[src/hid_gamepad_report_decoder_core_defines.svh]
// Assertion macros shared by the decoder core.
`ifndef HID_GAMEPAD_REPORT_DECODER_CORE_DEFINES_SVH
`define HID_GAMEPAD_REPORT_DECODER_CORE_DEFINES_SVH

// Same-cycle implication, checked on every clock out of reset.
`define HGRD_ASSERT_NOW(lbl, ante, cons, msg) \
    lbl: assert property (@(posedge clk) disable iff (!rst_n) (ante) |-> (cons)) else $error(msg);

// Next-cycle implication, checked on every clock out of reset.
`define HGRD_ASSERT_NEXT(lbl, ante, cons, msg) \
    lbl: assert property (@(posedge clk) disable iff (!rst_n) (ante) |=> (cons)) else $error(msg);

`endif

[src/hgrd_pkg.sv]
`timescale 1ns / 1ps

package hgrd_pkg;

    localparam int LEN_W    = 7;
    localparam int HDR_USED = 11;

    localparam logic [7:0] CENTER_LO = 8'h70;
    localparam logic [7:0] CENTER_HI = 8'h90;
    localparam logic [7:0] HAT_IDLE  = 8'h08;
    localparam logic [7:0] AXIS_LO   = 8'h20;
    localparam logic [7:0] AXIS_HI   = 8'hE0;
    localparam logic [7:0] ID_MAX    = 8'h0F;
    localparam logic [7:0] ID_MIN    = 8'h01;
    localparam logic [7:0] AXIS_MID  = 8'd128;

    localparam logic [3:0] DP_UP    = 4'b0001;
    localparam logic [3:0] DP_DOWN  = 4'b0010;
    localparam logic [3:0] DP_LEFT  = 4'b0100;
    localparam logic [3:0] DP_RIGHT = 4'b1000;

    typedef enum logic [1:0] {
        LAYOUT_UNKNOWN = 2'd0,
        LAYOUT_A       = 2'd1,
        LAYOUT_B       = 2'd2,
        LAYOUT_GENERIC = 2'd3
    } layout_t;

    typedef logic [HDR_USED-1:0][7:0] hdr_t;

    typedef struct packed {
        logic             valid;
        logic             disc;
        logic [LEN_W-1:0] len;
    } pend_t;

    typedef struct packed {
        logic              connected;
        logic [1:0]        layout;
        logic signed [7:0] left_x;
        logic signed [7:0] left_y;
        logic signed [7:0] right_x;
        logic signed [7:0] right_y;
        logic [3:0]        dpad;
        logic [13:0]       buttons;
        logic [9:0]        brake;
        logic [9:0]        throttle;
    } result_t;

    localparam logic [3:0] HAT_TABLE [8] = '{
        DP_UP, DP_UP | DP_RIGHT, DP_RIGHT, DP_DOWN | DP_RIGHT,
        DP_DOWN, DP_DOWN | DP_LEFT, DP_LEFT, DP_UP | DP_LEFT
    };

    function automatic logic [3:0] hat_dirs(input logic [3:0] hat);
        return hat[3] ? 4'b0000 : HAT_TABLE[hat[2:0]];
    endfunction

    function automatic logic [3:0] face_buttons(input logic [7:0] b);
        return {b[7], b[4], b[6], b[5]};
    endfunction

    function automatic logic [13:0] pad_buttons(input logic [7:0] b1, input logic [7:0] b2,
                                                input logic [7:0] b3);
        return {b3[1:0], b2, face_buttons(b1)};
    endfunction

    function automatic logic signed [7:0] stick(input logic [7:0] raw);
        return signed'(raw ^ AXIS_MID);
    endfunction

    function automatic logic centred(input logic [7:0] v);
        return (v >= CENTER_LO) && (v <= CENTER_HI);
    endfunction

endpackage

[src/hgrd_capture.sv]
`timescale 1ns / 1ps

module hgrd_capture #(
    parameter int MAX_REPORT_BYTES = 64,
    parameter int HEADER_BYTES     = 11
) (
    input  logic                clk,
    input  logic                rst_n,
    input  logic                accept,
    input  logic                take,
    input  logic                action,
    input  logic [7:0]          report_byte,
    input  logic                last_byte,
    output hgrd_pkg::pend_t     pend,
    output hgrd_pkg::hdr_t      hdr
);

    logic [hgrd_pkg::LEN_W-1:0] tally_reg, tally_next;
    logic [hgrd_pkg::LEN_W-1:0] len;
    hgrd_pkg::pend_t            pend_reg, pend_next;
    logic [7:0]                 hdr_reg [HEADER_BYTES];

    assign len = (tally_reg < hgrd_pkg::LEN_W'(MAX_REPORT_BYTES))
               ? tally_reg + hgrd_pkg::LEN_W'(1) : tally_reg;

    always_comb
    begin
        tally_next = tally_reg;
        pend_next  = pend_reg;
        if (take)
        begin
            pend_next.valid = 1'b0;
        end
        if (accept)
        begin
            if (action || last_byte)
            begin
                tally_next = '0;
            end
            else
            begin
                tally_next = len;
            end
            pend_next.disc = action;
            pend_next.len  = len;
            if (action || (last_byte && len >= hgrd_pkg::LEN_W'(4)))
            begin
                pend_next.valid = 1'b1;
            end
        end
    end

    always_ff @(posedge clk or negedge rst_n)
    begin
        if (!rst_n)
        begin
            tally_reg <= '0;
            pend_reg  <= '0;
        end
        else
        begin
            tally_reg <= tally_next;
            pend_reg  <= pend_next;
        end
    end

    for (genvar i = 0; i < HEADER_BYTES; i++)
    begin : g_store
        always_ff @(posedge clk)
        begin
            if (accept && !action && tally_reg == hgrd_pkg::LEN_W'(i))
            begin
                hdr_reg[i] <= report_byte;
            end
        end
    end

    for (genvar i = 0; i < hgrd_pkg::HDR_USED; i++)
    begin : g_hdr
        assign hdr[i] = hdr_reg[i];
    end

    assign pend = pend_reg;

endmodule

[src/hgrd_decode.sv]
`timescale 1ns / 1ps

module hgrd_decode (
    input  hgrd_pkg::hdr_t      hdr,
    input  hgrd_pkg::pend_t     pend,
    input  hgrd_pkg::layout_t   layout_cur,
    output hgrd_pkg::layout_t   layout_new,
    output hgrd_pkg::result_t   res
);

    hgrd_pkg::layout_t          chosen;
    hgrd_pkg::layout_t          lay;
    logic [3:0]                 h5, h8;
    logic                       idle_axes;
    logic                       off;
    logic [7:0]                 g [7];
    logic [3:0]                 dp;
    logic [13:0]                bt;

    assign h5 = hdr[5][3:0];
    assign h8 = hdr[8][3:0];
    assign idle_axes = hgrd_pkg::centred(hdr[1]) && hgrd_pkg::centred(hdr[2])
                    && hgrd_pkg::centred(hdr[3]) && hgrd_pkg::centred(hdr[4]);

    always_comb
    begin
        if (pend.len < hgrd_pkg::LEN_W'(10) || hdr[0] != hgrd_pkg::ID_MIN)
        begin
            chosen = hgrd_pkg::LAYOUT_GENERIC;
        end
        else if (idle_axes && hdr[5] == hgrd_pkg::HAT_IDLE && hdr[8] != hgrd_pkg::HAT_IDLE)
        begin
            chosen = hgrd_pkg::LAYOUT_A;
        end
        else if (idle_axes && hdr[5] == 8'h00 && hdr[8] == hgrd_pkg::HAT_IDLE)
        begin
            chosen = hgrd_pkg::LAYOUT_B;
        end
        else if (h5 <= 4'd8 && h8 > 4'd8)
        begin
            chosen = hgrd_pkg::LAYOUT_A;
        end
        else if (h8 <= 4'd8 && h5 > 4'd8)
        begin
            chosen = hgrd_pkg::LAYOUT_B;
        end
        else
        begin
            chosen = hgrd_pkg::LAYOUT_A;
        end
    end

    assign lay = (layout_cur == hgrd_pkg::LAYOUT_UNKNOWN) ? chosen : layout_cur;
    assign layout_new = pend.disc ? hgrd_pkg::LAYOUT_UNKNOWN : lay;

    assign off = pend.len > hgrd_pkg::LEN_W'(8)
              && hdr[0] >= hgrd_pkg::ID_MIN && hdr[0] <= hgrd_pkg::ID_MAX;

    for (genvar k = 0; k < 7; k++)
    begin : g_gen
        assign g[k] = off ? hdr[k+1] : hdr[k];
    end

    always_comb
    begin
        dp = '0;
        bt = '0;
        if (g[1] < hgrd_pkg::AXIS_LO) dp = dp | hgrd_pkg::DP_UP;
        if (g[1] > hgrd_pkg::AXIS_HI) dp = dp | hgrd_pkg::DP_DOWN;
        if (g[0] < hgrd_pkg::AXIS_LO) dp = dp | hgrd_pkg::DP_LEFT;
        if (g[0] > hgrd_pkg::AXIS_HI) dp = dp | hgrd_pkg::DP_RIGHT;
        if (pend.len >= hgrd_pkg::LEN_W'(6) + hgrd_pkg::LEN_W'(off))
        begin
            dp = dp | hgrd_pkg::hat_dirs(g[5][3:0]);
            bt[3:0] = hgrd_pkg::face_buttons(g[5]);
        end
        if (pend.len >= hgrd_pkg::LEN_W'(7) + hgrd_pkg::LEN_W'(off))
        begin
            bt[4] = g[6][0];
            bt[5] = g[6][1];
            bt[8] = g[6][4];
            bt[9] = g[6][5];
        end
    end

    always_comb
    begin
        res = '0;
        if (!pend.disc)
        begin
            res.connected = 1'b1;
            res.layout    = lay;
            case (lay)
                hgrd_pkg::LAYOUT_A:
                begin
                    if (pend.len >= hgrd_pkg::LEN_W'(10))
                    begin
                        res.left_x   = hgrd_pkg::stick(hdr[1]);
                        res.left_y   = hgrd_pkg::stick(hdr[2]);
                        res.right_x  = hgrd_pkg::stick(hdr[3]);
                        res.right_y  = hgrd_pkg::stick(hdr[4]);
                        res.dpad     = hgrd_pkg::hat_dirs(h5);
                        res.buttons  = hgrd_pkg::pad_buttons(hdr[5], hdr[6], hdr[7]);
                        res.brake    = {hdr[8], 2'b00};
                        res.throttle = {hdr[9], 2'b00};
                    end
                end
                hgrd_pkg::LAYOUT_B:
                begin
                    if (pend.len >= hgrd_pkg::LEN_W'(11))
                    begin
                        res.left_x   = hgrd_pkg::stick(hdr[1]);
                        res.left_y   = hgrd_pkg::stick(hdr[2]);
                        res.right_x  = hgrd_pkg::stick(hdr[3]);
                        res.right_y  = hgrd_pkg::stick(hdr[4]);
                        res.dpad     = hgrd_pkg::hat_dirs(h8);
                        res.buttons  = hgrd_pkg::pad_buttons(hdr[8], hdr[9], hdr[10]);
                        res.brake    = {hdr[5], 2'b00};
                        res.throttle = {hdr[6], 2'b00};
                    end
                end
                default:
                begin
                    res.left_x  = hgrd_pkg::stick(g[0]);
                    res.left_y  = hgrd_pkg::stick(g[1]);
                    res.right_x = hgrd_pkg::stick(g[2]);
                    res.right_y = hgrd_pkg::stick(g[3]);
                    res.dpad    = dp;
                    res.buttons = bt;
                end
            endcase
        end
    end

endmodule

[src/hid_gamepad_report_decoder_core.sv]
`timescale 1ns / 1ps
// A finished report waits in the capture register until the result register can take it.
// Throughput: one input word per cycle; capture register feeds a one-pass decode and result register.
// Input stalls only while a finished report or disconnect waits behind an unaccepted result word.
// Reset clears the byte count, the detected layout and both valid flags.
// The header byte store is not reset; it holds garbage until written.

`include "hid_gamepad_report_decoder_core_defines.svh"

module hid_gamepad_report_decoder_core #(
    parameter int MAX_REPORT_BYTES = 64,
    parameter int HEADER_BYTES     = 11
) (
    input  logic              clk,
    input  logic              rst_n,
    input  logic              in_valid,
    output logic              in_ready,
    input  logic              action,
    input  logic [7:0]        report_byte,
    input  logic              last_byte,
    output logic              out_valid,
    input  logic              out_ready,
    output logic              connected,
    output logic [1:0]        layout,
    output logic signed [7:0] left_x,
    output logic signed [7:0] left_y,
    output logic signed [7:0] right_x,
    output logic signed [7:0] right_y,
    output logic [3:0]        dpad,
    output logic [13:0]       buttons,
    output logic [9:0]        brake,
    output logic [9:0]        throttle
);

    hgrd_pkg::pend_t   pend;
    hgrd_pkg::hdr_t    hdr;
    hgrd_pkg::layout_t layout_reg, layout_next, layout_new;
    hgrd_pkg::result_t res, res_reg, res_next;
    logic              out_valid_reg, out_valid_next;
    logic              advance;
    logic              take;
    logic              accept;

    assign advance  = !out_valid_reg || out_ready;
    assign take     = pend.valid && advance;
    assign in_ready = !pend.valid || advance;
    assign accept   = in_valid && in_ready;

    hgrd_capture #(
        .MAX_REPORT_BYTES (MAX_REPORT_BYTES),
        .HEADER_BYTES     (HEADER_BYTES)
    ) u_capture (
        .clk         (clk),
        .rst_n       (rst_n),
        .accept      (accept),
        .take        (take),
        .action      (action),
        .report_byte (report_byte),
        .last_byte   (last_byte),
        .pend        (pend),
        .hdr         (hdr)
    );

    hgrd_decode u_decode (
        .hdr        (hdr),
        .pend       (pend),
        .layout_cur (layout_reg),
        .layout_new (layout_new),
        .res        (res)
    );

    always_comb
    begin
        layout_next    = layout_reg;
        res_next       = res_reg;
        out_valid_next = out_valid_reg;
        if (out_ready)
        begin
            out_valid_next = 1'b0;
        end
        if (take)
        begin
            layout_next    = layout_new;
            res_next       = res;
            out_valid_next = 1'b1;
        end
    end

    always_ff @(posedge clk or negedge rst_n)
    begin
        if (!rst_n)
        begin
            layout_reg    <= hgrd_pkg::LAYOUT_UNKNOWN;
            out_valid_reg <= 1'b0;
        end
        else
        begin
            layout_reg    <= layout_next;
            out_valid_reg <= out_valid_next;
        end
    end

    always_ff @(posedge clk)
    begin
        res_reg <= res_next;
    end

    assign out_valid = out_valid_reg;
    assign connected = res_reg.connected;
    assign layout    = res_reg.layout;
    assign left_x    = res_reg.left_x;
    assign left_y    = res_reg.left_y;
    assign right_x   = res_reg.right_x;
    assign right_y   = res_reg.right_y;
    assign dpad      = res_reg.dpad;
    assign buttons   = res_reg.buttons;
    assign brake     = res_reg.brake;
    assign throttle  = res_reg.throttle;

    `HGRD_ASSERT_NOW(a_disc_zero, out_valid && !connected,
        layout == hgrd_pkg::LAYOUT_UNKNOWN && buttons == 14'd0 && dpad == 4'd0
        && brake == 10'd0,
        "disconnect word carries nonzero fields")
    `HGRD_ASSERT_NOW(a_conn_layout, out_valid && connected, layout != hgrd_pkg::LAYOUT_UNKNOWN,
        "connected word without a layout")
    `HGRD_ASSERT_NOW(a_generic_trig, out_valid && layout == hgrd_pkg::LAYOUT_GENERIC,
        brake == 10'd0 && throttle == 10'd0 && buttons[13:10] == 4'd0,
        "generic layout drives trigger or extra buttons")
    `HGRD_ASSERT_NOW(a_stall_cause, !in_ready, out_valid && !out_ready,
        "input stalled while output side is free")
    `HGRD_ASSERT_NEXT(a_take_out, take, out_valid,
        "decoded report lost before the result register")

endmodule
[config.mk]
export PLATFORM = sky130hd
export DESIGN_NAME = hid_gamepad_report_decoder_core
export DESIGN_NICKNAME = d
export VERILOG_FILES = /design/src/hgrd_pkg.sv /design/src/hgrd_capture.sv /design/src/hgrd_decode.sv /design/src/hid_gamepad_report_decoder_core.sv
export VERILOG_INCLUDE_DIRS = /design/src /design/src/src
export SDC_FILE = /design/constraint.sdc
export NUM_CORES = 1
export LEC_CHECK = 0
export BUFFER_PORTS_ARGS = -buffer_cell sky130_fd_sc_hd__buf_2
export CORE_ASPECT_RATIO = 0.7
export CORE_MARGIN = 10
export CORE_UTILIZATION = 45
export DETAILED_ROUTE_END_ITERATION = 10
export PLACE_DENSITY = 0.78
export SYNTH_ARGS = -nofsm -noshare
export SYNTH_HDL_FRONTEND = slang
export SYNTH_HIERARCHICAL = 1
export SYNTH_SLANG_ARGS = --single-unit
[constraint.sdc]
create_clock -name clk -period 3.15 [get_ports clk]
set_input_delay 0.315 -clock clk [delete_from_list [all_inputs] [get_ports clk]]
set_output_delay 0.315 -clock clk [all_outputs]
set_load 0.01 [all_outputs]
# After elaboration in Yosys (flattened, before gate mapping)
# Memory sizes are Yosys's and may differ from the RTL's.
# Cells that the tools add are included.
[totals] reg_bits=92 latch_bits=0 mem_bits_rw=88 romBits=96 input_bits=14 output_inout_bits=75 elab_cells=226 n_memories=4
[classes] addsub=3 mul=0 div=0 magnitude_cmp=29 eq_ne=16 shift=0 mux=94 bitwise=12 n_reduce_logical=52
[mem_list] memory="u_capture.hdr_reg" depth=11 width=8 rd=11 rd_clocked_by_memory_dff=0 wr=1 line_no="hgrd_capture.sv:21" text="logic [7:0] hdr_reg [HEADER_BYTES];"
[mem_list] memory="(name not given)" depth=8 width=4 rd=1 rd_clocked_by_memory_dff=0 wr=0 line_no="hgrd_pkg.sv:56" text="return hat[3] ? 4'b0000 : HAT_TABLE[hat[2:0]];"
[mem_list] memory="(name not given)" depth=8 width=4 rd=1 rd_clocked_by_memory_dff=0 wr=0 line_no="hgrd_pkg.sv:56"
[mem_list] memory="(name not given)" depth=8 width=4 rd=1 rd_clocked_by_memory_dff=0 wr=0 line_no="hgrd_pkg.sv:56"
[op_table] op="70-bit two-way mux" count=2
[op_table] op="8-bit two-way mux" count=15
[op_table] op="50-bit one-hot mux with 2 select lines" count=1
[op_table] op="4-bit two-way mux" count=22
[op_table] op="8-bit OR reduction" count=10
[op_table] op="73-bit two-way mux" count=1
[op_table] op="20-bit one-hot mux with 2 select lines" count=1
[op_table] op="1-bit two-way mux" count=37
[op_table] op="8-bit by 7-bit greater-or-equal comparator with 1-bit output (second input constant)" count=4
[op_table] op="8-bit <= comparator (second input constant)" count=4
[op_table] op="1-bit logical AND" count=30
[op_table] op="7-bit by 3-bit == test with 1-bit output (second input constant)" count=4
[op_table] op="7-bit by 4-bit == test with 1-bit output (second input constant)" count=3
[op_table] op="2-bit two-way mux" count=10
[op_table] op="8-bit by 4-bit == test with 1-bit output (second input constant)" count=2
[op_table] op="8-bit > comparator (second input constant)" count=2
[op_table] op="8-bit by 6-bit less-than comparator with 1-bit output (second input constant)" count=2
[op_table] op="7-bit by 2-bit == test with 1-bit output (second input constant)" count=2
[op_table] op="7-bit by 4-bit greater-or-equal comparator with 1-bit output (second input constant)" count=2
[op_table] op="7-bit greater-or-equal comparator" count=2
[op_table] op="7-bit two-way mux" count=2
[op_table] op="4-bit greater-or-equal comparator (second input constant)" count=3
[op_table] op="3-bit NOT with 4-bit output" count=3
[op_table] op="9-bit two-way mux" count=1
[op_table] op="other kinds (25)" count=41

# Longest topological paths before layout
# Gate-level depths: netlist of run 1.
[logic_depth] depth_word=19 mapped_depth=12 mapped_depth_nobuf=11

# Hierarchy
# The synthesis of run 1 kept the hierarchy.
[modules_own_cells] mod="hgrd_capture" n_inst=1 cells_each=193 area_each_um2=3608.5 seq_area_each_um2=3042.9
[modules_own_cells] mod="hid_gamepad_report_decoder_core" n_inst=1 cells_each=84 area_each_um2=2346.0 seq_area_each_um2=2267.2
[modules_own_cells] mod="hgrd_decode" n_inst=1 cells_each=264 area_each_um2=1809.2 seq_area_each_um2=0.0

# Worst setup path after synthesis of run 1
# No wires, ideal clock.
[synth_timing] path_kind="reg-to-reg" startpoint="mem u_capture.hdr_reg[1][0]" endpoint="reg res_reg, in the netlist right_x[5], data pin" setup_ns=0.256 arrival_time_ns=3.159 required_time_ns=2.894 path_slack_ns=-0.266 path_stages_with_launch=13 n_path_buf=2 period_less_slack_ns=3.416 cell_sequence="edfxtp_1 > or4_4 > a2111oi_0 > o2111ai_1 > o31a_1 > a21boi_1 > ha_1 > clkbuf_1 > nor2_1 > o211ai_1 > o21ai_4 > buf_2 > a22o_1"
[synth_lines] element="from (decl)" line_no="hgrd_capture.sv:21"
[synth_lines] element="to (signal assigned)" line_no="hid_gamepad_report_decoder_core.sv:105" text="res_reg <= res_next;"
[synth_lines] element="to (decl)" line_no="hid_gamepad_report_decoder_core.sv:38" text="hgrd_pkg::result_t res, res_reg, res_next;"

==> results.json, run 1 <==
{
  "gp_congestion": 0.937,
  "outcome": "finished, violations left",
  "num_rows": 39,
  "io_buffers": 88,
  "max_cap_violations": 0,
  "avgSynthCellArea_sq_um": 14.1,
  "grt_pass1_wl_microns": 30700,
  "viasPerCell": 6.11,
  "pwr_density_cell_mw_per_mm2": 774,
  "drive_above_1_share_pct": 38.2,
  "antenna_found_initial": 1,
  "hold_viol": 0,
  "finalNetCount": 714,
  "areaGrowthSynthToFinish_pct": 30.3,
  "cts_buffers": 17,
  "start_util_pct": 45.8,
  "yosysWarnings": 6,
  "cp-start-kind": "flop",
  "wirelength_microns": 21100,
  "dp_hpwl_microns": 13000,
  "die_x_microns": 174,
  "grt-ovfl-total": 0,
  "cts-htree-levels": 4,
  "cts-root-buf": "clkbuf_16",
  "clk_pin_slew_ns": 0.07,
  "violations": "setup timing",
  "r2r-end": "right_y[5]",
  "maxSlewHeadroom_pct": 52.5,
  "crit_end": "right_y[5]",
  "hp-class": "primary input to flop",
  "grt_pass1_vias": 5314,
  "die_h_microns": 128,
  "cp-end-kind": "flop",
  "maxSlewViolCount": 0,
  "nFillCells": 1218,
  "drtPass1Iterations": 8,
  "fp.dieArea_sq_mm": 0.0222,
  "tightest_slew_ns": 0.710,
  "coreArea_sq_mm": 0.0163,
  "ir_worst_vdd_uv": 340,
  "leakage_nw": 3.56,
  "path_max_fanout": 14,
  "ctsLongestPathBuffers": 2,
  "r2r_slack_ns": -0.31,
  "largest_register_ffs": 78,
  "clock_skew_ns": 0.0137,
  "drtAntennaViolNets": 0,
  "diodes": 0,
  "final-setup-viol-count": 66,
  "r2r_start": "u_capture/hdr_reg[1][1]",
  "clk_latency_ns": 0.44,
  "synthCells": 531,
  "num_vias": 5661,
  "grt_setup_unrepaired": "yes",
  "startpoint": "u_capture/hdr_reg[1][1]",
  "critPathKind": "flop to flop",
  "grt_use_total_pct": 17.7,
  "rr_worst_depth": 12,
  "required_ns": 3.33,
  "cts_tree": "yes",
  "fmax_mhz": 289,
  "grt_max_degree": 74,
  "fin_ws_ns": -0.314,
  "drc_errors": 0,
  "arrival_ns": 3.65,
  "pre_cts_slack_ns": -0.303,
  "clock-sinks": 170,
  "wl_per_cell_microns": 22.8,
  "min_period_ns": 3.46,
  "drtIter0Drc": 773,
  "totalPowerFinal_mw": 7.53,
  "seqCellArea_sq_mm": 0.00501,
  "post-route-period-util_pct": 110,
  "design.portCount": 89,
  "multi_input_area_sq_mm": 0.00264,
  "netlist_area_sq_mm": 0.00746
}
-- cells in the final DEF, fill, tap and decap left out, types with 9 or more instances in the layout --
master     count
a22oi_1       11
o22ai_1       10
buf_2         88
nand3_1       11
dfrtp_1       19
clkbuf_16     17
nor2_1        43
edfxtp_1     151
a22oi_2       19
buf_4         53
ha_1           9
a31oi_1        9
inv_1          9
nand2_1       14
mux2i_1       12
a22o_1        29
buf_6         11
a21oi_1       14
and2_1         9
-- power breakdown --
| group | internal (mW) | total, mW | switching [mW] | leakage, nW |
|---|---|---|---|---|
| Clock | 1.17 | 2.06 | 0.890 | 0.280 |
| Combinational | 1.12 | 2.47 | 1.34 | 1.63 |
| Sequential | 2.86 | 3.01 | 0.145 | 1.65 |
-- through the flow --
stage	hold slack (ns)	cells	cell area (sq um)	util (%)	setup TNS (ns)
final	0.184	926	9720	59.7	-14.66
after global routing	0.193	926	9720	59.7	-19.41
after CTS	0.169	916	9520	58.4	-5.79
after detailed placement	0.294	869	8510	52.2	-10.20
after global placement	0.278	869	8510	52.2	-4.34
after floorplan	0.0194	534	7520	-	0
-- how the worst min path moves through the flow --
stage / from / to / cells past startpoint
floorplan: rst_n / layout_reg[0] / 0
global placement: rst_n / u_capture/pend[7] / 1
detailed placement: rst_n / u_capture/pend[7] / 1
CTS: out_ready / out_valid / 3
global route: out_ready / out_valid / 3
finish: out_ready / out_valid / 3
-- layout make-up --
type	instances	share of cell area, %
Clock inverter	14	1.52
Timing Repair Buffer	163	12.1
Multi-Input combinational cell	326	27.1
Tap cell	225	2.90
Clock buffer	17	4.37
Sequential cell	170	51.5
Inverter	11	0.450
-- timing repair --
action                                  in CTS  in global routing
buffers inserted                            11                 10
pin swaps                                   25                 32
hold buffers                                 1                  0
resized for setup                           56                 27
gates cloned                                 5                  1
endpoints found under the setup margin      64                 66
endpoints found under the hold margin       19                  0
-- critical path: stages (launching register included) --
cell and delay, ns:
edfxtp_1 0.40, or4_4 0.58, a2111oi_4 0.34, o2111ai_2 0.18
o31a_1 0.37, nor3_4 0.27, ha_4 0.23, nor2_4 0.05
o211ai_1 0.15, buf_4 0.19, o21ai_4 0.07, buf_12 0.16
a22o_1 0.23
-- layer usage --
layer	global-route usage [%]	share of wire [%]
met1	23.5	39
met2	26.8	45
met3	6.06	13
met4	5.91	2.6
met5	0	0.038
No activity file was read; power rests on OpenSTA's default activity.
==> inputs of run 2 (changes only) <==
- REMOVE_ABC_BUFFERS: not set -> 1
==> results.json, run 2 (synthesis gave the netlist of run 1 again) <==
{
  "outcome": "finished, violations left",
  "violations": "setup timing",
  "nFillCells": 1207,
  "clk_latency_ns": 0.43,
  "cp-end-kind": "flop",
  "layout_commonest_cell": "edfxtp_1",
  "wl_met2_microns": 9000,
  "drive_above_1_share_pct": 34.7,
  "hp-class": "primary input to flop",
  "drtAntennaViolNets": 0,
  "totalPowerFinal_mw": 7.18,
  "final_util_pct": 58.8,
  "gp_congestion": 0.883,
  "cts_tree": "yes",
  "dp_hpwl_microns": 13300,
  "wl_met3_microns": 2180,
  "coreArea_sq_mm": 0.0163,
  "fin_ws_ns": -0.225,
  "areaGrowthSynthToFinish_pct": 28.3,
  "grt_setup_unrepaired": "yes",
  "ctsLongestPathBuffers": 2,
  "start_util_pct": 45.8,
  "fmax_mhz": 296,
  "clock_skew_ns": 0.0111,
  "grt_max_degree": 39,
  "post-route-period-util_pct": 107,
  "grt_pass1_vias": 5181,
  "drc_errors": 0,
  "internal-power_mw": 5.01,
  "drtIter0Drc": 638,
  "cts-root-buf": "clkbuf_16",
  "grt-ovfl-total": 0,
  "pwr-share-seq_pct": 41.7,
  "arrival_ns": 3.56,
  "io_buffers": 88,
  "pwr_density_cell_mw_per_mm2": 750,
  "fp.dieArea_sq_mm": 0.0222,
  "clk_pin_slew_ns": 0.07,
  "viasPerCell": 5.80,
  "finalNetCount": 718,
  "ir_worst_vdd_uv": 394,
  "wl_met1_microns": 7980,
  "pwr-share-comb_pct": 30.2,
  "hold_viol": 0,
  "path_max_fanout": 7,
  "die_h_microns": 128,
  "cts-htree-levels": 4,
  "max_cap_violations": 0,
  "clock-sinks": 170,
  "num_rows": 39,
  "diodes": 0,
  "wirelength_microns": 19600,
  "leakage_nw": 3.56,
  "power.switching_mw": 2.17,
  "highest_layer": "met4",
  "grt_use_total_pct": 16.7,
  "critPathKind": "flop to flop",
  "drtPass1Iterations": 7,
  "required_ns": 3.34,
  "p_sw_share_pct": 30.2,
  "pwr-share-clk_pct": 28.0,
  "final-setup-viol-count": 64,
  "cts_buffers": 17,
  "largest_register_ffs": 78,
  "design.portCount": 89,
  "num_vias": 5404,
  "min_period_ns": 3.38,
  "maxSlewHeadroom_pct": 41.5,
  "antenna_found_initial": 0,
  "tightest_slew_ns": 0.874,
  "pre_cts_slack_ns": -0.547,
  "cp-start-kind": "flop",
  "maxSlewViolCount": 0,
  "wl_per_cell_microns": 21.1,
  "grt_pass1_wl_microns": 28900,
  "die_x_microns": 174,
  "layout_common_cells": "151 x edfxtp_1, 89 x buf_2, 66 x buf_4"
}
-- run 2: changes by cell type in the layout (fill, tap and decap cells not counted), moves of 4 or more --
cell,previous run,this run
a22oi_2,19,2
a22oi_1,11,28
clkinv_2,4,0
buf_4,53,66
buf_6,11,5
nor2_1,43,49
nor2_2,4,0
-- run 2: per-layer routing --
layer  GRT usage (%)  vias to the layer above
li1                -                     2420
met1            21.4                     2580
met2            25.6                      356
met3            5.41                       48
met4            7.42                        0
met5               0                        -
-- run 2: area by class of cell --
type	count	area, sq um	share of cell area, %
clock buffers	18	429	4.48
clock inverters	14	149	1.55
inverters	11	43.8	0.457
multi-input cells	323	2470	25.8
flip-flops and latches	170	5010	52.3
well taps	225	282	2.94
repair buffers	170	1200	12.5
-- run 2: final timing paths --
path,startpoint,endpoint,slack [ns],cells after the start
hold reg to reg,u_capture/pend[6],u_capture/pend[6],0.55,2
min in group asynchronous,rst_n,u_capture/pend[7],0.36,2
setup / recovery,u_capture/hdr_reg[5][1],right_x[6],-0.23,12
setup reg to reg,u_capture/hdr_reg[5][1],right_x[6],-0.23,12
max in group asynchronous,rst_n,u_capture/pend[3],2.47,2
hold / removal,action,u_capture/pend[7],0.18,2
-- run 2: repair_timing --
item,in CTS,in global routing
cloned,2,3
endpoints found under the hold margin,19,0
pin swaps,23,17
gates resized for setup,22,27
setup endpoints to repair,66,66
buffers inserted,4,10
hold buffers,1,0
-- run 2: power groups by stage --
stage          clock (mW)  sequential, mW  combinational (mW)
2_1_floorplan           0            3.15               0.856
3_3_place_gp            0            3.02                1.71
3_5_place_dp            0            3.03                1.78
4_1_cts              2.05            2.99                1.91
5_1_grt              2.14            3.03                2.30
6_report             2.01            3.00                2.17
-- run 2: critical path, stage by stage (launching register included) --
cell and delay [ns]:
edfxtp_1 0.38, buf_4 0.17, or3_1 0.41, a31oi_1 0.37
o31a_1 0.33, a21boi_2 0.11, ha_4 0.18, buf_6 0.12
o31a_1 0.12, o211ai_1 0.33, o21ai_4 0.18, clkbuf_16 0.20
a22o_1 0.22
-- run 2: through the flow --
| stage | instance area (sq um) | std cells | hold WS, ns | TNS [ns] |
|---|---|---|---|---|
| detailed placement | 8580 | 881 | 0.290 | -22.96 |
| global placement | 8580 | 881 | 0.278 | -13.95 |
| finish | 9580 | 931 | 0.180 | -8.42 |
| CTS | 9340 | 918 | 0.167 | -2.35 |
| global route | 9580 | 931 | 0.187 | -15.87 |
| floorplan | 7320 | 504 | 0.0194 | -30.71 |
